**src/hdl/hdq_pkg.sv**
```systemverilog
// Shared types, register map and reset values for the HDQ single-wire master.
package hdq_pkg;

   localparam int unsigned AddrWidth = 5;
   localparam int unsigned DataWidth = 32;

   // Register indexes on the configuration port (byte address is 4 * index).
   localparam logic [2:0] REG_BREAK_LOW     = 3'd0;
   localparam logic [2:0] REG_BREAK_RECOV   = 3'd1;
   localparam logic [2:0] REG_ONE_LOW       = 3'd2;
   localparam logic [2:0] REG_ZERO_LOW      = 3'd3;
   localparam logic [2:0] REG_BIT_PERIOD    = 3'd4;
   localparam logic [2:0] REG_READ_THRESH   = 3'd5;
   localparam logic [2:0] REG_READ_TIMEOUT  = 3'd6;
   localparam logic [2:0] REG_GAP           = 3'd7;

   localparam logic [9:0]  RST_BREAK_LOW    = 10'd210;
   localparam logic [9:0]  RST_BREAK_RECOV  = 10'd80;
   localparam logic [9:0]  RST_ONE_LOW      = 10'd35;
   localparam logic [9:0]  RST_ZERO_LOW     = 10'd139;
   localparam logic [9:0]  RST_BIT_PERIOD   = 10'd190;
   localparam logic [9:0]  RST_READ_THRESH  = 10'd70;
   localparam logic [15:0] RST_READ_TIMEOUT = 16'd2000;
   localparam logic [7:0]  RST_GAP          = 8'd3;

   // Item kinds on the input channel; the spare code is ignored by the block.
   localparam logic [1:0] KIND_TICK  = 2'd0;
   localparam logic [1:0] KIND_READ  = 2'd1;
   localparam logic [1:0] KIND_WRITE = 2'd2;
   localparam logic [1:0] KIND_SPARE = 2'd3;

   // Transaction phases.
   localparam logic [2:0] PH_IDLE   = 3'd0;
   localparam logic [2:0] PH_BREAK  = 3'd1;
   localparam logic [2:0] PH_ADDR   = 3'd2;
   localparam logic [2:0] PH_GAP    = 3'd3;
   localparam logic [2:0] PH_DATA   = 3'd4;
   localparam logic [2:0] PH_RXFALL = 3'd5;
   localparam logic [2:0] PH_RXLOW  = 3'd6;

   typedef struct packed {
      logic [9:0]  break_low_us;
      logic [9:0]  break_recovery_us;
      logic [9:0]  one_low_us;
      logic [9:0]  zero_low_us;
      logic [9:0]  bit_period_us;
      logic [9:0]  read_threshold_us;
      logic [15:0] read_timeout_us;
      logic [7:0]  gap_us;
   } hdq_cfg_type;

endpackage

```
**src/hdl/hdq_single_wire_master.sv**
```systemverilog
// HDQ single-wire master: each input item that is accepted yields one result item.
// Throughput is one item per cycle while rsp_stall does not hold the result; the transaction
// state advances once per item in a single registered step between the input register and
// the result register. Synchronous active-high reset idles the state machine, empties both
// registers and restores every timing register to its default value.
module hdq_single_wire_master (
   input  logic                            clock,
   input  logic                            reset,
   input  logic                            req_valid,
   output logic                            req_stall,
   input  logic [1:0]                      req_kind,
   input  logic [6:0]                      req_address,
   input  logic [7:0]                      req_write_data,
   input  logic                            req_line_in,
   output logic                            rsp_valid,
   input  logic                            rsp_stall,
   output logic                            rsp_line_release,
   output logic                            rsp_busy_res,
   output logic                            rsp_done_res,
   output logic [7:0]                      rsp_read_data,
   output logic                            rsp_timed_out,
   input  logic                            psel,
   input  logic                            penable,
   input  logic                            pwrite,
   input  logic [hdq_pkg::AddrWidth-1:0]   paddr,
   input  logic [hdq_pkg::DataWidth-1:0]   pwdata,
   output logic [hdq_pkg::DataWidth-1:0]   prdata,
   output logic                            pready
);
   import hdq_pkg::*;

   hdq_cfg_type cfg;

   hdq_csr u_csr (
      .clock   (clock),
      .reset   (reset),
      .psel    (psel),
      .penable (penable),
      .pwrite  (pwrite),
      .paddr   (paddr),
      .pwdata  (pwdata),
      .prdata  (prdata),
      .pready  (pready),
      .cfg     (cfg)
   );

   hdq_engine u_engine (
      .clock            (clock),
      .reset            (reset),
      .cfg              (cfg),
      .req_valid        (req_valid),
      .req_stall        (req_stall),
      .req_kind         (req_kind),
      .req_address      (req_address),
      .req_write_data   (req_write_data),
      .req_line_in      (req_line_in),
      .rsp_valid        (rsp_valid),
      .rsp_stall        (rsp_stall),
      .rsp_line_release (rsp_line_release),
      .rsp_busy_res     (rsp_busy_res),
      .rsp_done_res     (rsp_done_res),
      .rsp_read_data    (rsp_read_data),
      .rsp_timed_out    (rsp_timed_out)
   );

endmodule

```
**src/hdl/hdq_csr.sv**
```systemverilog
// APB-style configuration register file for the HDQ master timing values.
module hdq_csr (
   input  logic                            clock,
   input  logic                            reset,
   input  logic                            psel,
   input  logic                            penable,
   input  logic                            pwrite,
   input  logic [hdq_pkg::AddrWidth-1:0]   paddr,
   input  logic [hdq_pkg::DataWidth-1:0]   pwdata,
   output logic [hdq_pkg::DataWidth-1:0]   prdata,
   output logic                            pready,
   output hdq_pkg::hdq_cfg_type            cfg
);
   import hdq_pkg::*;

   hdq_cfg_type cfg_ff;
   hdq_cfg_type cfg_in;
   logic [2:0]  reg_index;
   logic        wr_en;

   assign pready    = 1'b1;
   assign reg_index = paddr[AddrWidth-1:2];
   assign wr_en     = psel && penable && pwrite && pready;

   always_comb begin
      cfg_in = cfg_ff;
      if (wr_en) begin
         case (reg_index)
            REG_BREAK_LOW:    cfg_in.break_low_us      = pwdata[9:0];
            REG_BREAK_RECOV:  cfg_in.break_recovery_us = pwdata[9:0];
            REG_ONE_LOW:      cfg_in.one_low_us        = pwdata[9:0];
            REG_ZERO_LOW:     cfg_in.zero_low_us       = pwdata[9:0];
            REG_BIT_PERIOD:   cfg_in.bit_period_us     = pwdata[9:0];
            REG_READ_THRESH:  cfg_in.read_threshold_us = pwdata[9:0];
            REG_READ_TIMEOUT: cfg_in.read_timeout_us   = pwdata[15:0];
            REG_GAP:          cfg_in.gap_us            = pwdata[7:0];
            default:          cfg_in = cfg_ff;
         endcase
      end
   end

   always_ff @(posedge clock) begin
      if (reset) begin
         cfg_ff.break_low_us      <= RST_BREAK_LOW;
         cfg_ff.break_recovery_us <= RST_BREAK_RECOV;
         cfg_ff.one_low_us        <= RST_ONE_LOW;
         cfg_ff.zero_low_us       <= RST_ZERO_LOW;
         cfg_ff.bit_period_us     <= RST_BIT_PERIOD;
         cfg_ff.read_threshold_us <= RST_READ_THRESH;
         cfg_ff.read_timeout_us   <= RST_READ_TIMEOUT;
         cfg_ff.gap_us            <= RST_GAP;
      end else begin
         cfg_ff <= cfg_in;
      end
   end

   always_comb begin
      case (reg_index)
         REG_BREAK_LOW:    prdata = {22'd0, cfg_ff.break_low_us};
         REG_BREAK_RECOV:  prdata = {22'd0, cfg_ff.break_recovery_us};
         REG_ONE_LOW:      prdata = {22'd0, cfg_ff.one_low_us};
         REG_ZERO_LOW:     prdata = {22'd0, cfg_ff.zero_low_us};
         REG_BIT_PERIOD:   prdata = {22'd0, cfg_ff.bit_period_us};
         REG_READ_THRESH:  prdata = {22'd0, cfg_ff.read_threshold_us};
         REG_READ_TIMEOUT: prdata = {16'd0, cfg_ff.read_timeout_us};
         REG_GAP:          prdata = {24'd0, cfg_ff.gap_us};
         default:          prdata = '0;
      endcase
   end

   assign cfg = cfg_ff;

endmodule

```
**src/hdl/hdq_engine.sv**
```systemverilog
// Input register, HDQ transaction state machine and result register.
module hdq_engine (
   input  logic                 clock,
   input  logic                 reset,
   input  hdq_pkg::hdq_cfg_type cfg,
   input  logic                 req_valid,
   output logic                 req_stall,
   input  logic [1:0]           req_kind,
   input  logic [6:0]           req_address,
   input  logic [7:0]           req_write_data,
   input  logic                 req_line_in,
   output logic                 rsp_valid,
   input  logic                 rsp_stall,
   output logic                 rsp_line_release,
   output logic                 rsp_busy_res,
   output logic                 rsp_done_res,
   output logic [7:0]           rsp_read_data,
   output logic                 rsp_timed_out
);
   import hdq_pkg::*;

   // Input register.
   logic       in_valid_ff;
   logic [1:0] in_kind_ff;
   logic [6:0] in_address_ff;
   logic [7:0] in_wdata_ff;
   logic       in_line_ff;

   // Transaction state.
   logic [2:0]  phase_ff,      phase_in;
   logic [3:0]  bit_count_ff,  bit_count_in;
   logic [15:0] time_count_ff, time_count_in;
   logic [15:0] low_count_ff,  low_count_in;
   logic [7:0]  shift_out_ff,  shift_out_in;
   logic [7:0]  data_hold_ff,  data_hold_in;
   logic [7:0]  shift_in_ff,   shift_in_in;
   logic        is_write_ff,   is_write_in;

   // Result register.
   logic        out_valid_ff;
   logic        release_ff, release_in;
   logic        busy_ff,    busy_in;
   logic        done_ff,    done_in;
   logic [7:0]  rdata_ff,   rdata_in;
   logic        tout_ff,    tout_in;

   logic        advance;
   logic [15:0] time_inc;
   logic [3:0]  bit_inc;
   logic [9:0]  low_cur;
   logic [10:0] bit_end;
   logic [10:0] break_end;
   logic [9:0]  low_next;
   logic [7:0]  rx_shifted;

   assign advance   = in_valid_ff && (!out_valid_ff || !rsp_stall);
   assign req_stall = in_valid_ff && !advance;

   always_ff @(posedge clock) begin
      if (reset) begin
         in_valid_ff <= 1'b0;
      end else if (!req_stall) begin
         in_valid_ff <= req_valid;
      end
   end

   always_ff @(posedge clock) begin
      if (req_valid && !req_stall) begin
         in_kind_ff    <= req_kind;
         in_address_ff <= req_address;
         in_wdata_ff   <= req_write_data;
         in_line_ff    <= req_line_in;
      end
   end

   assign time_inc  = (time_count_ff == 16'hFFFF) ? time_count_ff : time_count_ff + 16'd1;
   assign bit_inc   = bit_count_ff + 4'd1;
   assign low_cur   = shift_out_ff[0] ? cfg.one_low_us : cfg.zero_low_us;
   // A low time that fills the whole period still leaves one released microsecond.
   assign bit_end   = (cfg.bit_period_us > low_cur) ? {1'b0, cfg.bit_period_us}
                                                    : {1'b0, low_cur} + 11'd1;
   assign break_end = {1'b0, cfg.break_low_us} + {1'b0, cfg.break_recovery_us};
   assign rx_shifted = {(low_count_ff <= {6'd0, cfg.read_threshold_us}), shift_in_ff[7:1]};

   always_comb begin
      phase_in      = phase_ff;
      bit_count_in  = bit_count_ff;
      time_count_in = time_count_ff;
      low_count_in  = low_count_ff;
      shift_out_in  = shift_out_ff;
      data_hold_in  = data_hold_ff;
      shift_in_in   = shift_in_ff;
      is_write_in   = is_write_ff;
      done_in       = 1'b0;
      tout_in       = 1'b0;
      rdata_in      = 8'd0;

      if (in_kind_ff == KIND_READ || in_kind_ff == KIND_WRITE) begin
         if (phase_ff == PH_IDLE) begin
            is_write_in   = (in_kind_ff == KIND_WRITE);
            shift_out_in  = {(in_kind_ff == KIND_WRITE), in_address_ff};
            data_hold_in  = in_wdata_ff;
            shift_in_in   = 8'd0;
            bit_count_in  = 4'd0;
            time_count_in = 16'd0;
            low_count_in  = 16'd0;
            phase_in      = PH_BREAK;
         end
      end else if (in_kind_ff == KIND_TICK) begin
         case (phase_ff)
            PH_BREAK: begin
               time_count_in = time_inc;
               if (time_inc >= {5'd0, break_end}) begin
                  phase_in      = PH_ADDR;
                  time_count_in = 16'd0;
                  bit_count_in  = 4'd0;
               end
            end
            PH_ADDR, PH_DATA: begin
               time_count_in = time_inc;
               if (time_inc >= {5'd0, bit_end}) begin
                  shift_out_in  = {1'b0, shift_out_ff[7:1]};
                  bit_count_in  = bit_inc;
                  time_count_in = 16'd0;
                  if (bit_inc >= 4'd8) begin
                     if (phase_ff == PH_DATA) begin
                        phase_in     = PH_IDLE;
                        bit_count_in = 4'd0;
                        done_in      = 1'b1;
                     end else if (cfg.gap_us == 8'd0) begin
                        bit_count_in = 4'd0;
                        if (is_write_ff) begin
                           phase_in     = PH_DATA;
                           shift_out_in = data_hold_ff;
                        end else begin
                           phase_in    = PH_RXFALL;
                           shift_in_in = 8'd0;
                        end
                     end else begin
                        phase_in = PH_GAP;
                     end
                  end
               end
            end
            PH_GAP: begin
               time_count_in = time_inc;
               if (time_inc >= {8'd0, cfg.gap_us}) begin
                  time_count_in = 16'd0;
                  bit_count_in  = 4'd0;
                  if (is_write_ff) begin
                     phase_in     = PH_DATA;
                     shift_out_in = data_hold_ff;
                  end else begin
                     phase_in    = PH_RXFALL;
                     shift_in_in = 8'd0;
                  end
               end
            end
            PH_RXFALL: begin
               if (!in_line_ff) begin
                  phase_in     = PH_RXLOW;
                  low_count_in = 16'd1;
               end else begin
                  time_count_in = time_inc;
                  if (time_inc >= cfg.read_timeout_us) begin
                     phase_in      = PH_IDLE;
                     time_count_in = 16'd0;
                     bit_count_in  = 4'd0;
                     done_in       = 1'b1;
                     tout_in       = 1'b1;
                  end
               end
            end
            PH_RXLOW: begin
               if (!in_line_ff) begin
                  if (low_count_ff != 16'hFFFF) begin
                     low_count_in = low_count_ff + 16'd1;
                  end
               end else begin
                  shift_in_in   = rx_shifted;
                  bit_count_in  = bit_inc;
                  time_count_in = 16'd0;
                  if (bit_inc >= 4'd8) begin
                     phase_in     = PH_IDLE;
                     bit_count_in = 4'd0;
                     done_in      = 1'b1;
                     rdata_in     = rx_shifted;
                  end else begin
                     phase_in = PH_RXFALL;
                  end
               end
            end
            default: begin
               phase_in = phase_ff;
            end
         endcase
      end
   end

   // The line level and busy flag reflect the state after this item.
   assign low_next = shift_out_in[0] ? cfg.one_low_us : cfg.zero_low_us;

   always_comb begin
      if (phase_in == PH_BREAK) begin
         release_in = !(time_count_in < {6'd0, cfg.break_low_us});
      end else if (phase_in == PH_ADDR || phase_in == PH_DATA) begin
         release_in = !(time_count_in < {6'd0, low_next});
      end else begin
         release_in = 1'b1;
      end
   end

   assign busy_in = (phase_in != PH_IDLE);

   always_ff @(posedge clock) begin
      if (reset) begin
         phase_ff      <= PH_IDLE;
         bit_count_ff  <= 4'd0;
         time_count_ff <= 16'd0;
         low_count_ff  <= 16'd0;
         shift_out_ff  <= 8'd0;
         data_hold_ff  <= 8'd0;
         shift_in_ff   <= 8'd0;
         is_write_ff   <= 1'b0;
      end else if (advance) begin
         phase_ff      <= phase_in;
         bit_count_ff  <= bit_count_in;
         time_count_ff <= time_count_in;
         low_count_ff  <= low_count_in;
         shift_out_ff  <= shift_out_in;
         data_hold_ff  <= data_hold_in;
         shift_in_ff   <= shift_in_in;
         is_write_ff   <= is_write_in;
      end
   end

   always_ff @(posedge clock) begin
      if (reset) begin
         out_valid_ff <= 1'b0;
      end else if (advance) begin
         out_valid_ff <= 1'b1;
      end else if (!rsp_stall) begin
         out_valid_ff <= 1'b0;
      end
   end

   always_ff @(posedge clock) begin
      if (advance) begin
         release_ff <= release_in;
         busy_ff    <= busy_in;
         done_ff    <= done_in;
         rdata_ff   <= rdata_in;
         tout_ff    <= tout_in;
      end
   end

   assign rsp_valid        = out_valid_ff;
   assign rsp_line_release = release_ff;
   assign rsp_busy_res     = busy_ff;
   assign rsp_done_res     = done_ff;
   assign rsp_read_data    = rdata_ff;
   assign rsp_timed_out    = tout_ff;

endmodule
```
**config.mk**
```make
export PLATFORM = sky130hd
export DESIGN_NAME = hdq_single_wire_master
export DESIGN_NICKNAME = d
export VERILOG_FILES = /design/src/hdl/hdq_pkg.sv /design/src/hdl/hdq_single_wire_master.sv /design/src/hdl/hdq_csr.sv /design/src/hdl/hdq_engine.sv
export SDC_FILE = /design/constraint.sdc
export NUM_CORES = 1
export LEC_CHECK = 0
export ABC_AREA = 1
export ABC_CLOCK_PERIOD_IN_PS = 6000
export BUFFER_PORTS_ARGS = -buffer_cell sky130_fd_sc_hd__buf_2
export CORE_UTILIZATION = 61
export CTS_CLUSTER_DIAMETER = 40
export DETAILED_ROUTE_END_ITERATION = 7
export PLACE_DENSITY = 0.85
export SLEW_MARGIN = 20
export SYNTH_ARGS = -nofsm -noshare
export SYNTH_HDL_FRONTEND = slang
export SYNTH_HIERARCHICAL = 1
export SYNTH_SLANG_ARGS = --single-unit
```
**constraint.sdc**
```tcl
create_clock -name clock -period 6 [get_ports clock]
set_input_delay 1.2 -clock clock [delete_from_list [all_inputs] [get_ports clock]]
set_output_delay 1.2 -clock clock [all_outputs]
set_load 0.01 [all_outputs]
```
# After elaboration in Yosys (flattened, before gate mapping)
# Index checks and enable logic that the tools add are counted.
# word_totals
ff_bits	180
latchBits	0
ram_bits	0
romBits	0
input_bits	62
out_inout_bits	47
wordCells	208
memories	0
# op_classes
addsub	5
multipliers	0
div_mod_pow	0
magnitude_cmp	9
eq_ne	35
n_shift	0
mux	85
n_bitwise	5
reduce_logical	41
# ops
operator	count
16-bit 2-to-1 mux	16
32-bit one-hot mux with 8 select lines	1
8-bit 2-to-1 mux	20
16-bit one-hot mux with 5 select lines	1
4-bit 2-to-1 mux	13
3-bit 2-to-1 mux	13
16-bit by 1-bit adder with 16-bit output (second input constant)	2
16-bit by 11-bit >= comparator with 1-bit output	2
16-bit by 10-bit < comparator with 1-bit output	2
16-bit one-hot mux with 2 select lines	1
3-bit by 1-bit != test with 1-bit output (second input constant)	10
3-bit equality test (second input constant)	8
8-bit one-hot mux with 3 select lines	1
10-bit 2-to-1 mux	2
4-bit one-hot mux with 5 select lines	1
10-bit AND reduction	2
16-bit equality test (second input constant)	1
16-bit >= comparator	1
16-bit by 8-bit >= comparator with 1-bit output	1
16-bit by 10-bit less-or-equal comparator with 1-bit output	1
16-bit != test (second input constant)	1
8-bit one-hot mux with 2 select lines	1
2-bit AND reduction	8
3-bit by 2-bit equality test with 1-bit output (second input constant)	5
other kinds (32)	66

# Depth between registers and ports, before layout
# Gate-level depths: netlist of the first run.
# logic_depth
word_depth	13
mapped_depth	42

# By module
# The synthesis of the first run kept the hierarchy.
# modules_own_cells
module	n_inst	cells_each	area_each_um2
hdq_engine	1	1160	8130.3
hdq_csr	1	583	3962.6

# Worst setup path after synthesis of the first run
# OpenSTA, ideal clock, no wires.
# synth_path
path_type	flip-flop to flip-flop
startpoint	register u_engine.shift_out_ff[0]
endpoint	register u_engine.release_ff, in the netlist u_engine/rsp_line_release (data pin)
arrival_ns	4.887
path_slack_ns	0.854
path_stages_with_launch	37
n_path_buf	3
synth_period_minus_slack_ns	5.146
cell_sequence	dfxtp_1 > buf_1 > mux2i_1 > ha_1 > nand2_1 > inv_1 > nand3_1 > a31oi_1 > a2111oi_0 > o211ai_1 > nand2_1 > clkbuf_1 > o21ai_0 > o21ai_0 > ha_1 > a21oi_1 > nor2_1 > nor2_1 > nand2_1 > nand2_1 > nand2_1 > nand2_1 > nand3_2 > nand2_1 > nand3_1 > nand2_1 > nand2_1 > nand2_1 > nand2_1 > buf_2 > mux2i_1 > ha_1 > a21oi_1 > o21a_1 > nand3_1 > nor3_1 > a21oi_1
# synth_via
elab_chain_len	13
# synth_lines
item	line	text
start, declared	hdq_engine.sv:34	logic [7:0] shift_out_ff, shift_out_in;
start signal, assigned	hdq_engine.sv:230	shift_out_ff <= shift_out_in;
10-bit 2-to-1 mux	hdq_engine.sv:78	assign low_cur = shift_out_ff[0] ? cfg.one_low_us : cfg.zero_low_us;
10-bit by 1-bit adder with 11-bit output or 10-bit greater-than comparator (tied branches)	hdq_engine.sv:81, hdq_engine.sv:80	
11-bit 2-to-1 mux	hdq_engine.sv:80	assign bit_end = (cfg.bit_period_us > low_cur) ? {1'b0, cfg.bit_period_us}
16-bit by 11-bit >= comparator with 1-bit output	hdq_engine.sv:121	if (time_inc >= {5'd0, bit_end}) begin
8-bit 2-to-1 mux	hdq_engine.sv:121	
8-bit one-hot mux with 2 select lines	hdq_engine.sv:110	case (phase_ff)
8-bit 2-to-1 mux	hdq_engine.sv:109	end else if (in_kind_ff == KIND_TICK) begin
8-bit 2-to-1 mux	hdq_engine.sv:98	if (in_kind_ff == KIND_READ || in_kind_ff == KIND_WRITE) begin
10-bit 2-to-1 mux	hdq_engine.sv:201	assign low_next = shift_out_in[0] ? cfg.one_low_us : cfg.zero_low_us;
16-bit by 10-bit < comparator with 1-bit output	hdq_engine.sv:207	release_in = !(time_count_in < {6'd0, low_next});
1-bit logical NOT	hdq_engine.sv:207	
1-bit 2-to-1 mux	hdq_engine.sv:206	end else if (phase_in == PH_ADDR || phase_in == PH_DATA) begin
1-bit 2-to-1 mux *	hdq_engine.sv:204	if (phase_in == PH_BREAK) begin
net u_engine.release_in	hdq_engine.sv:41	logic release_ff, release_in;
end signal, assigned	hdq_engine.sv:249	release_ff <= release_in;
end, declared	hdq_engine.sv:41	
# Mark *: on every way through the listed nets, which the timed path passes. The rest lies on a longest branch. The select of a mux whose other input is x is not followed.
# A chain may end at the register's enable or synchronous reset.

# Worst setup path after layout of the first run
# layout_path
startpoint	register u_engine.shift_out_ff[0]
endpoint	register u_engine.release_ff, in the netlist u_engine/rsp_line_release (data pin)
# layout_rtl
item	line	text
10-bit 2-to-1 mux *	hdq_engine.sv:78	
10-bit by 1-bit adder with 11-bit output or 10-bit greater-than comparator (tied branches)	hdq_engine.sv:81, hdq_engine.sv:80	
11-bit 2-to-1 mux *	hdq_engine.sv:80	
16-bit by 11-bit >= comparator with 1-bit output *	hdq_engine.sv:121	
16-bit 2-to-1 mux *	hdq_engine.sv:121	
16-bit one-hot mux with 5 select lines *	hdq_engine.sv:110	
16-bit 2-to-1 mux *	hdq_engine.sv:109	
16-bit 2-to-1 mux *	hdq_engine.sv:98	
net u_engine.time_count_in[3]	hdq_engine.sv:32	logic [15:0] time_count_ff, time_count_in;
16-bit by 10-bit < comparator with 1-bit output	hdq_engine.sv:207	
1-bit logical NOT	hdq_engine.sv:207	
1-bit 2-to-1 mux	hdq_engine.sv:206	
1-bit 2-to-1 mux *	hdq_engine.sv:204	
net u_engine.release_in	hdq_engine.sv:41	
# Marks and branches as above.

==> results by group, run 1 <==
Detailed routing
  • Via-per-instance ratio: 5.93
  • Routed Antenna Nets: 0
  • DRC: 0
  • Initial DRT Pass Iterations: 6
  • DRT met1 WL: 15,400 µm
  • Top routing layer used: met4
  • Detailed Route WL: 37,400 µm
  • Routed met3 length: 3610 µm
  • DRT iter0 DRCs: 1,490
  • Vias: 12.3k
  • Routed len/inst: 18.0 µm
  • Routed wl met2: 16,800 µm

Global routing
  • Number of global-route vias before repair: 11.0k
  • Initial antenna violation count: 0
  • Grt ovf: 0
  • Largest net degree at the start of global routing: 85
  • Tot GR Track Use: 37.1%
  • First-pass GRT wire length: 57,600 µm

Timing
  • Worst hold slack: 0.468 ns
  • Fmax: 180 MHz
  • RSZ-0062 raised after global routing: no
  • Final hold vios: 0
  • Worst-Margin Slew: 0.955 ns
  • Final Skew: 0.0163 ns
  • Fin. max-slew vios: 0
  • Ratio of final minimum period to clock period: 92.8%
  • Setup TNS Final: 0 ns
  • Tmin final: 5.57 ns
  • Slew headroom: 36.1%
  • Final count of negative-setup-slack endpoints: 0

Clocking
  • CTS buffer count: 17
  • Hold-fix buffers, CTS: 0
  • Clk slew on worst S/H paths: 0.07 ns
  • Clock Sinks: 179
  • Clk Latency, worst-skew pair: 0.45 ns
  • Clock buffer depth: 2
  • CTS tree: built
  • H-tree depth: 4
  • Root buf cell: clkbuf_16

Final layout
  • Nets: 1,960
  • Layout cells sized above 1: 10.8%
  • Area of the multi-input gates: 6950 µm²
  • Fill cells: 1,686
  • ANT cells: 0
  • Commonest cells after routing, fill and taps aside: 314 x nand2_1, 258 x nor2_1, 219 x inv_1
  • Sequential Area: 3880 µm²
  • Area Growth Syn to Fin: 9.41%
  • Leading cell type in the layout, fill and taps excluded: nand2_1

Power
  • Final Power: 3.02 mW
  • Leak pwr: 6.26 nW
  • P_int: 2.05 mW
  • Peak VDD IR: 0.000198 V
  • Clock power frac: 37.0%
  • PwrDens: 228 nW/µm²
  • Net Switching: 0.964 mW
  • Seq pwr share: 43.1%
  • Switch share: 31.9%
  • Comb power frac: 19.9%

Setup path
  • Worst R2R Path Depth: 32
  • Worst reg2reg endpoint: u_engine/rsp_line_release$_DFFE_PP_
  • WP data required: 6.18 ns
  • R2r setup slk: 0.43 ns
  • CP top delay family: compound AO/OA/AOI/OAI gates
  • Cell depth of the worst setup path: 32
  • Reg2Reg Launch Point: u_engine/shift_out_ff[0]$_SDFFE_PP0P_
  • Critical Path End Type: register
  • CP bufs+invs: 3
  • CP max FO: 20
  • Crit path capture: u_engine/rsp_line_release$_DFFE_PP_
  • Slowest CP cell: o21ai_0
  • CP Launch Type: register
  • CP Data Arrival Time: 5.75 ns
  • Biggest cell delay along the critical path: 0.44 ns
  • Most frequent CP cell: nand2_1
  • Worst setup path start: u_engine/shift_out_ff[0]$_SDFFE_PP0P_
  • Crit path kind: register to register

Synth
  • Synth top area share: 24.7%
  • Distinct cell type count after synthesis: 55
  • Area contributors post-synth: dfxtp_1 25%, ha_1 10%, nand2_1 9.8%, nor2_1 8.0%, edfxtp_1 7.4%
  • Post-Synthesis Cell Area: 12,100 µm²
  • Fraction of registers with async set/reset: 0%
  • Dominant cell type by area after synthesis: dfxtp_1
  • Synth Flop Type: dfxtp_1
  • Syn avg cell area: 6.94 µm²
  • Post-Synthesis Cells: 1,743
  • Seq/Total Area, Yosys: 32.1%
  • Seq cells post-synth: 179
  • Number of synthesized flops with an enable pin: 30
  • Synth warnings: 6

Min path
  • Worst Hold Launch: u_engine/shift_out_ff[6]$_SDFFE_PP0P_
  • HP Class: register to register

Job
  • Max Cap Viol: 0

Floorplanning
  • Die height: 143 µm
  • Die width: 143 µm
  • Die area: 20,400 µm²
  • Core region area: 19,500 µm²
  • Initial Util: 62.1%
  • I/O pins: 109
  • Site Rows: 51

Run status
  • Outcome: finished, final reports clean

Place
  • HPWL after DPL: 27,100 µm
  • Gpl congestion: 1.00
  • PortBufs: 73
[synthesized netlist by cell type (6+ instances only)]
cell	instances
or2_2	7
a211oi_1	13
clkbuf_1	32
xor2_1	13
mux2i_1	13
inv_2	21
a22oi_1	10
a221oi_1	6
o31ai_1	9
dfxtp_1	149
inv_1	220
buf_4	23
nor2_2	8
buf_2	20
nor2_1	259
o21ai_1	48
edfxtp_1	30
o211ai_1	19
o21bai_1	7
nand3_1	103
a21oi_1	88
ha_1	101
nand2_1	316
nand4_1	58
o21ai_0	87
nor3_1	12
[flip-flops by register name, summed over array words and instances (netlist names), 2 cells and up]
signal,flops
u_engine/in_kind_ff,2
u_engine/rsp_read_data,8
u_engine/low_count_ff,16
u_engine/shift_in_ff,7
u_engine/in_address_ff,7
u_engine/phase_ff,3
u_engine/time_count_ff,16
u_engine/shift_out_ff,8
u_csr/cfg,84
u_engine/in_wdata_ff,8
u_engine/bit_count_ff,4
u_engine/data_hold_ff,8
[logic make-up after synthesis]
family	share of synthesized area [%]
and+or+nand+nor	28.3
muxes	1.08
adders and majority gates	10.6
DFF	32.1
other	0.0621
buffers and inverters	11.1
AOI/OAI and AO/OA	15.4
xor gates and xnor gates	1.30
[cell type report]
cell class / count / share of cell area [%]
multi-input cells: 1254 / 52.5
inverters: 244 / 6.92
flip-flops and latches: 179 / 29.4
well taps: 265 / 2.51
clock buffers: 20 / 3.40
clock inverters: 12 / 0.927
repair buffers: 100 / 4.39
[metrics by stage]
stage | std cells | utilization (%) | worst slack, ns | area (µm²)
3_3_place_gp | 2042 | 64.9 | 0.170 | 12600
6_report | 2074 | 68.0 | 0.432 | 13200
4_1_cts | 2074 | 67.9 | 0.0101 | 13200
5_1_grt | 2074 | 68.0 | 0.0605 | 13200
3_5_place_dp | 2042 | 64.9 | 0.00273 | 12600
2_1_floorplan | 1758 | - | 0.854 | 12100
[power groups by stage]
stage,combinational (mW),clock (mW),sequential (mW)
2_1_floorplan,0.415,0,1.31
3_3_place_gp,0.555,0,1.32
3_5_place_dp,0.573,0,1.32
4_1_cts,0.579,1.12,1.30
5_1_grt,0.660,1.16,1.30
6_report,0.601,1.12,1.30
[metal layers]
layer  GRT usage [%]  up-vias
met3            6.04      107
met5               0        -
li1                -     5871
met4            14.6        0
met2            59.4      703
met1            49.9     5612
[worst min-delay path by stage]
stage | slack (ns) | cells past startpoint | end
6_report | 0.47 | 2 | u_engine/shift_out_ff[6]$_SDFFE_PP0P_
5_1_grt | 0.49 | 2 | u_engine/data_hold_ff[1]$_SDFFE_PP0P_
4_1_cts | 0.46 | 2 | u_engine/shift_out_ff[6]$_SDFFE_PP0P_
3_5_place_dp | 0.45 | 2 | u_engine/shift_out_ff[6]$_SDFFE_PP0P_
3_3_place_gp | 0.44 | 2 | u_engine/shift_in_ff[1]$_SDFFE_PP0P_
2_1_floorplan | 0.43 | 2 | u_engine/data_hold_ff[1]$_SDFFE_PP0P_
[worst min-delay path: cells and delay by family (launching register included)]
| kind | cells | cell delay (ns) |
|---|---|---|
| flip-flops | 1 | 0.30 |
| buffers and inverters | 1 | 0.06 |
| AO/OA/AOI/OAI | 1 | 0.06 |
[repair_timing]
item,4_1_cts,5_1_grt
setup buffers,0,0
resized for setup,1,7
setup endpoints to repair,1,2
Power figures use the tool's default switching activity.
==> inputs of run 2 (changes only) <==
--- a/config.mk
+++ b/config.mk
@@ -8,6 +8,7 @@
 export ABC_AREA = 1
 export ABC_CLOCK_PERIOD_IN_PS = 6000
 export BUFFER_PORTS_ARGS = -buffer_cell sky130_fd_sc_hd__buf_2
+export CORE_MARGIN = 5
 export CORE_UTILIZATION = 61
 export CTS_CLUSTER_DIAMETER = 40
 export DETAILED_ROUTE_END_ITERATION = 7
@@ -17,3 +18,4 @@
 export SYNTH_HDL_FRONTEND = slang
 export SYNTH_HIERARCHICAL = 1
 export SYNTH_SLANG_ARGS = --single-unit
+export TNS_END_PERCENT = 1
==> constraint.sdc (replaced) <==
create_clock -name clock -period 6 [get_ports clock]
set_input_delay 0.3 -clock clock [delete_from_list [all_inputs] [get_ports clock]]
set_output_delay 0.3 -clock clock [all_outputs]
set_load 0.01 [all_outputs]
==> results by group, run 2 (synthesized netlist as in run 1, its figures left out) <==
Run status
  • Outcome: finished, final reports clean

Detailed routing
  • DRT iter0 DRCs: 1,539 (+3.3%)
  • Routed Antenna Nets: 0 (unchanged)
  • Via-per-instance ratio: 5.91 (-0.27%)
  • Detailed Route WL: 36,900 µm (-1.3%)
  • Initial DRT Pass Iterations: 6 (unchanged)
  • DRC: 0 (unchanged)
  • Vias: 12.2k (-0.85%)
  • Routed len/inst: 17.9 µm (-0.73%)

Power
  • Leak pwr: 6.21 nW (-0.85%)
  • Peak VDD IR: 0.000225 V (+14%)
  • PwrDens: 230 nW/µm² (+0.79%)

Place
  • Dpl cells: 2,030 (-0.59%)
  • Gpl congestion: 1.05 (+4.9%)
  • Placed inst area: 12,500 µm² (-0.81%)
  • PortBufs: 73 (unchanged)
  • HPWL after DPL: 27,200 µm (+0.54%)

Timing
  • Final Skew: 0.0116 ns (-0.00467 ns)
  • Tmin final: 5.57 ns (+0.00495 ns)
  • Final count of negative-setup-slack endpoints: 0 (unchanged)
  • Final hold vios: 0 (unchanged)
  • Ratio of final minimum period to clock period: 92.9% (about the same)
  • Fmax: 179 MHz (about the same)
  • Slew headroom: 31.5% (-4.7 points)
  • Worst-Margin Slew: 1.02 ns (+0.0696 ns)
  • RSZ-0062 raised after global routing: no
  • Setup TNS Final: 0 ns (unchanged)
  • Fin. max-slew vios: 0 (unchanged)

Final layout
  • Layout cells sized above 1: 10.3% (-0.54 points)
  • Largest register FFs: 84 (unchanged)
  • Nets: 1,948 (-0.61%)
  • Area Growth Syn to Fin: 8.76%
  • Commonest cells after routing, fill and taps aside: 314 x nand2_1, 258 x nor2_1, 219 x inv_1
  • ANT cells: 0 (unchanged)
  • Finished Cell Area: 13,200 µm² (-0.59%)
  • Post-Layout Cell Count: 2,062 (-0.58%)
  • Leading cell type in the layout, fill and taps excluded: nand2_1

Floorplanning
  • Site Rows: 51 (unchanged)
  • Die height: 151 µm (+5.6%)
  • I/O pins: 109 (unchanged)
  • Initial Util: 62.1% (unchanged)
  • Die width: 151 µm (+5.6%)
  • Core region area: 19,500 µm² (unchanged)
  • Die area: 22,700 µm² (+12%)

Clocking
  • Clk Latency, worst-skew pair: 0.45 ns (about the same)
  • Clock buffer depth: 2 (unchanged)
  • CTS tree: built
  • Setup Buffers After CTS: 0 (unchanged)
  • Root buf cell: clkbuf_16
  • Clk slew on worst S/H paths: 0.07 ns (about the same)
  • CTS buffer count: 17 (unchanged)
  • Clock Sinks: 179 (unchanged)
  • H-tree depth: 4 (unchanged)
  • Hold-fix buffers, CTS: 0 (unchanged)

Global routing
  • Routing usage on met2: 50.6% (-8.8 points)
  • GR peak layer: met2
  • Met1 Use GR: 44.2% (-5.7 points)
  • Grt met3 use: 5.15% (-0.89 points)
  • Tot GR Track Use: 32.2% (-4.9 points)
  • Initial antenna violation count: 0 (unchanged)
  • First-pass GRT wire length: 57,600 µm (about the same)
  • Largest net degree at the start of global routing: 85 (unchanged)
  • Number of global-route vias before repair: 11.3k (+2.7%)
  • Grt ovf: 0 (unchanged)

Setup path
  • WP data required: 6.20 ns (+0.02 ns)
  • R2r setup slk: 0.43 ns (about the same)
  • Slowest CP cell: dfxtp_1
  • Biggest cell delay along the critical path: 0.40 ns (-0.04 ns)
  • CP Launch Type: register
  • CP Data Arrival Time: 5.77 ns (+0.02 ns)
  • Critical Path End Type: register
  • Most frequent CP cell: nand2_1
  • CP max FO: 20 (unchanged)
  • Crit path kind: register to register

Min path
  • HP Class: input port to register

Job
  • Max Cap Viol: 0 (unchanged)
-- run 2: changes by cell type in the layout (fill, tap and decap cells not counted), sizes merged --
cell	delta
buf	-12
clkbuf	-2
clkinvlp	-1
inv	+3
-- run 2: final timing paths --
check | start | endpoint | cells after the start
max | u_engine/shift_out_ff[0]$_SDFFE_PP0P_ | u_engine/rsp_line_release$_DFFE_PP_ | 36
min | req_address[5] | u_engine/in_address_ff[5]$_DFFE_PP_ | 1
max reg2reg | u_engine/shift_out_ff[0]$_SDFFE_PP0P_ | u_engine/rsp_line_release$_DFFE_PP_ | 36
min reg2reg | u_engine/shift_out_ff[1]$_SDFFE_PP0P_ | u_engine/shift_out_ff[1]$_SDFFE_PP0P_ | 2
-- run 2: cell type report --
cell class / count / area [µm²]
clock buffers: 18 / 429
clock inverters: 14 / 161
fillers: 1694 / 6310
inverters: 244 / 916
multi-input cells: 1254 / 6950
flip-flops and latches: 179 / 3880
well taps: 265 / 332
repair buffers: 88 / 478
-- run 2: timing repair --
action	CTS	global route
hold endpoints to repair	0	0
setup endpoints to repair	0	2
resized for setup	0	9
-- run 2: where the power goes --
| group | internal [mW] | total (mW) | switching (mW) |
|---|---|---|---|
| sequential | 1.26 | 1.30 | 0.0360 |
| clock | 0.593 | 1.14 | 0.544 |
| combinational | 0.190 | 0.588 | 0.399 |
| total | 2.05 | 3.02 | 0.978 |
-- run 2: stage by stage --
step / total power, mW / utilization, % / hold slack [ns] / setup WS (ns)
after floorplan: 1.73 / - / 0.399 / 0.854
after global placement: 1.87 / 64.4 / 0.445 / 0.258
after detailed placement: 1.89 / 64.4 / 0.463 / 0.0451
after CTS: 3.00 / 67.4 / 0.0185 / 0.0347
after global routing: 3.15 / 67.6 / 0.0176 / 0.0163
final: 3.02 / 67.6 / 0.0198 / 0.427
-- run 2: per-layer routing --
| layer | share of wire (%) | vias up | wire length, µm |
|---|---|---|---|
| li1 | - | 5844 | - |
| met4 | 4.5 | 0 | 1660 |
| met1 | 41 | 5548 | 15200 |
| met2 | 44 | 668 | 16400 |
| met3 | 10 | 129 | 3690 |
| met5 | 0 | - | 0 |
-- run 2: worst max-delay path, delay by kind of cell, from the launching register on --
| kind | cells | cell delay, ns |
|---|---|---|
| fa+ha+maj | 3 | 0.71 |
| flops | 1 | 0.40 |
| simple gates | 19 | 2.01 |
| buf+inv | 4 | 0.62 |
| compound gates | 10 | 1.58 |
==> inputs of run 3 (changes only) <==
--- a/config.mk
+++ b/config.mk
@@ -5,14 +5,13 @@
 export SDC_FILE = /design/constraint.sdc
 export NUM_CORES = 1
 export LEC_CHECK = 0
-export ABC_AREA = 1
 export ABC_CLOCK_PERIOD_IN_PS = 6000
 export BUFFER_PORTS_ARGS = -buffer_cell sky130_fd_sc_hd__buf_2
 export CORE_MARGIN = 5
 export CORE_UTILIZATION = 61
 export CTS_CLUSTER_DIAMETER = 40
 export DETAILED_ROUTE_END_ITERATION = 7
-export PLACE_DENSITY = 0.85
+export PLACE_DENSITY = 0.86
 export SLEW_MARGIN = 20
 export SYNTH_ARGS = -nofsm -noshare
 export SYNTH_HDL_FRONTEND = slang
==> results by group, run 3 <==
Run status
  • Outcome: finished with violations
  • Violated checks: negative setup slack

Floorplanning
  • Site Rows: 51 (unchanged)
  • Die height: 150 µm (-0.84%)
  • Core region area: 19,300 µm² (-0.66%)
  • Die width: 150 µm (-0.84%)
  • Die area: 22,400 µm² (-1.7%)
  • I/O pins: 109 (unchanged)
  • Initial Util: 61.4% (-0.71 points)

Clocking
  • H-tree depth: 4 (unchanged)
  • CTS tree: built
  • CTS buffer count: 17 (unchanged)
  • Clk slew on worst S/H paths: 0.08 ns (about the same)
  • Clk Latency, worst-skew pair: 0.45 ns (about the same)
  • Hold-fix buffers, CTS: 0 (unchanged)
  • Clock buffer depth: 2 (unchanged)
  • Root buf cell: clkbuf_16
  • Clock Sinks: 179 (unchanged)

Detailed routing
  • DRT iter0 DRCs: 1,298 (-16%)
  • Vias: 11.5k (-5.4%)
  • Routed Antenna Nets: 0 (unchanged)
  • Top routing layer used: met4
  • DRC: 0 (unchanged)
  • Via-per-instance ratio: 6.29 (+6.4%)
  • DRT met1 WL: 14,900 µm (-2.2%)
  • Routed wl met2: 16,100 µm (-1.4%)
  • Initial DRT Pass Iterations: 7 (+1)
  • Routed met3 length: 3470 µm (-5.9%)
  • Detailed Route WL: 35,900 µm (-2.6%)
  • Routed len/inst: 19.6 µm (+9.6%)

Synth
  • Count leader, synth: nand2_1
  • Number of synthesized flops with an enable pin: 30 (unchanged)
  • Dominant cell type by area after synthesis: dfxtp_1
  • Area contributors post-synth: dfxtp_1 25%, ha_1 11%, edfxtp_1 7.6%, nand2_1 6.5%, a21oi_1 5.4%
  • Post-Synthesis Cell Area: 11,900 µm² (-1.8%)
  • Synth top area share: 25.1% (+0.45 points)
  • Syn avg cell area: 8.15 µm² (+17%)
  • Seq/Total Area, Yosys: 32.7% (+0.59 points)
  • Distinct cell type count after synthesis: 86 (+56%)
  • Synth warnings: 6 (unchanged)
  • Seq cells post-synth: 179 (unchanged)
  • Synth Flop Type: dfxtp_1
  • Synth top cells by count: 205 x nand2_1, 149 x dfxtp_1, 127 x a21oi_1, 114 x nor2_1, 101 x ha_1
  • Post-Synthesis Cells: 1,457 (-16%)
  • Fraction of registers with async set/reset: 0% (unchanged)

Timing
  • Ratio of final minimum period to clock period: 104% (+11 points)
  • Final hold vios: 0 (unchanged)
  • Worst-Margin Slew: 0.995 ns (-0.0291 ns)
  • Worst hold slack: 0.0284 ns (+0.00859 ns)
  • Final Skew: 0.0333 ns (+0.0217 ns)
  • Final count of negative-setup-slack endpoints: 1 (+1)
  • Final worst slack: -0.241 ns (-0.668 ns)
  • Fin. max-slew vios: 0 (unchanged)
  • Slew headroom: 33.4% (+1.9 points)
  • Fmax: 160 MHz (-11%)
  • RSZ-0062 raised after global routing: yes
  • Tmin final: 6.24 ns (+0.668 ns)

Setup path
  • CP Launch Type: register
  • Biggest cell delay along the critical path: 0.36 ns (-0.04 ns)
  • Crit path kind: register to register
  • Slowest CP cell: dfxtp_2
  • CP max FO: 5 (-75%)
  • CP Data Arrival Time: 6.41 ns (+0.64 ns)
  • Critical Path End Type: register
  • WP data required: 6.16 ns (-0.04 ns)
  • Most frequent CP cell: o21ai_1

Global routing
  • Tot GR Track Use: 31.4% (-0.87 points)
  • Grt ovf: 0 (unchanged)
  • First-pass GRT wire length: 55,600 µm (-3.4%)
  • Number of global-route vias before repair: 10.5k (-7.4%)
  • Largest net degree at the start of global routing: 80 (-5.9%)
  • Initial antenna violation count: 0 (unchanged)

Power
  • Final Power: 2.84 mW (-6.0%)
  • Leak pwr: 5.54 nW (-11%)
  • Peak VDD IR: 0.000195 V (-14%)
  • PwrDens: 211 nW/µm² (-8.1%)

Place
  • Gpl congestion: 1.02 (-3.7%)
  • HPWL after DPL: 26,200 µm (-3.7%)
  • Dpl cells: 1,799 (-11%)
  • Setup Slack @ Placement: -0.318 ns (-0.363 ns)
  • PortBufs: 73 (unchanged)

Final layout
  • ANT cells: 0 (unchanged)
  • Area Growth Syn to Fin: 13.3%
  • Leading cell type in the layout, fill and taps excluded: nand2_1
  • Nets: 1,719 (-12%)
  • Fin util: 69.6% (+2.0 points)
  • Largest register FFs: 84 (unchanged)
  • Commonest cells after routing, fill and taps aside: 205 x nand2_1, 148 x dfxtp_1, 125 x a21oi_1
  • Layout cells sized above 1: 14.9% (+4.6 points)
  • Post-Layout Cell Count: 1,833 (-11%)

Min path
  • HP Class: input port to register

Job
  • Max Cap Viol: 0 (unchanged)
-- run 3: changes by cell type in the layout (fill, tap and decap cells not counted), sizes merged, moves of 16 or more --
cell    before  now
a211o        0   19
a21oi       88  127
and2         1   17
buf         88  159
inv        249   81
mux2i       13   54
nand2      319  208
nand2b       0   16
nand3      106   36
nand4       58   23
nor2       272  119
nor2b        0   26
o21ai      135   81
-- run 3: where the power goes --
| part | switching (mW) | internal, mW | total (mW) |
|---|---|---|---|
| clock network | 0.549 | 0.583 | 1.13 |
| registers | 0.0220 | 1.25 | 1.27 |
| logic | 0.274 | 0.165 | 0.439 |
| total | 0.845 | 2.00 | 2.84 |
-- run 3: layout make-up --
cell class / instances / area, µm²
clock inverters: 14 / 155
well taps: 265 / 332
inverters: 76 / 285
fillers: 1539 / 5880
repair buffers: 159 / 1020
multi-input cells: 1122 / 7330
clock buffers: 18 / 450
flip-flops and latches: 179 / 3880
-- run 3: worst max-delay path, delay by kind of cell, from the launching register on --
family	cells	cell delay, ns
adders and majority gates	3	0.84
buffers and inverters	1	0.19
AOI/OAI and AO/OA	19	3.29
DFF	1	0.36
muxes	3	0.55
and+or+nand+nor	8	0.72
-- run 3: kinds of logic after synthesis --
| family | synth area share, % |
|---|---|
| and+or+nand+nor | 22.2 |
| muxes | 5.50 |
| DFF | 32.7 |
| adders and majority gates | 10.8 |
| buffers and inverters | 6.67 |
| xor gates and xnor gates | 2.65 |
| AOI/OAI and AO/OA | 19.4 |
| other | 0.0632 |
-- run 3: per-stage QoR --
step | setup TNS, ns | area, µm²
after global placement | -0.146 | 12800
after CTS | -0.162 | 13400
final | -0.241 | 13500
after global routing | -0.609 | 13500
after detailed placement | -0.318 | 12800
after floorplan | 0 | 12000
-- run 3: final timing paths --
check,start,endpoint,slack (ns),depth (start not counted)
worst max-delay path,u_engine/shift_out_ff[0]$_SDFFE_PP0P_,u_engine/rsp_line_release$_DFFE_PP_,-0.24,34
worst min-delay path,req_address[4],u_engine/in_address_ff[4]$_DFFE_PP_,0.03,1
worst max register to register,u_engine/shift_out_ff[0]$_SDFFE_PP0P_,u_engine/rsp_line_release$_DFFE_PP_,-0.24,34
worst min register to register,u_engine/data_hold_ff[1]$_SDFFE_PP0P_,u_engine/data_hold_ff[1]$_SDFFE_PP0P_,0.46,2
-- run 3: metal layers --
metal | global-route usage, % | vias up
li1 | - | 5346
met1 | 42.8 | 5391
met2 | 50.1 | 674
met3 | 5.60 | 122
met4 | 11.2 | 0
met5 | 0 | -
-- run 3: repair_timing --
item | 4_1_cts | 5_1_grt
cloned | 0 | 1
endpoints found under the setup margin | 1 | 1
setup buffers | 1 | 0
resized for setup | 6 | 10
pin swaps | 2 | 3
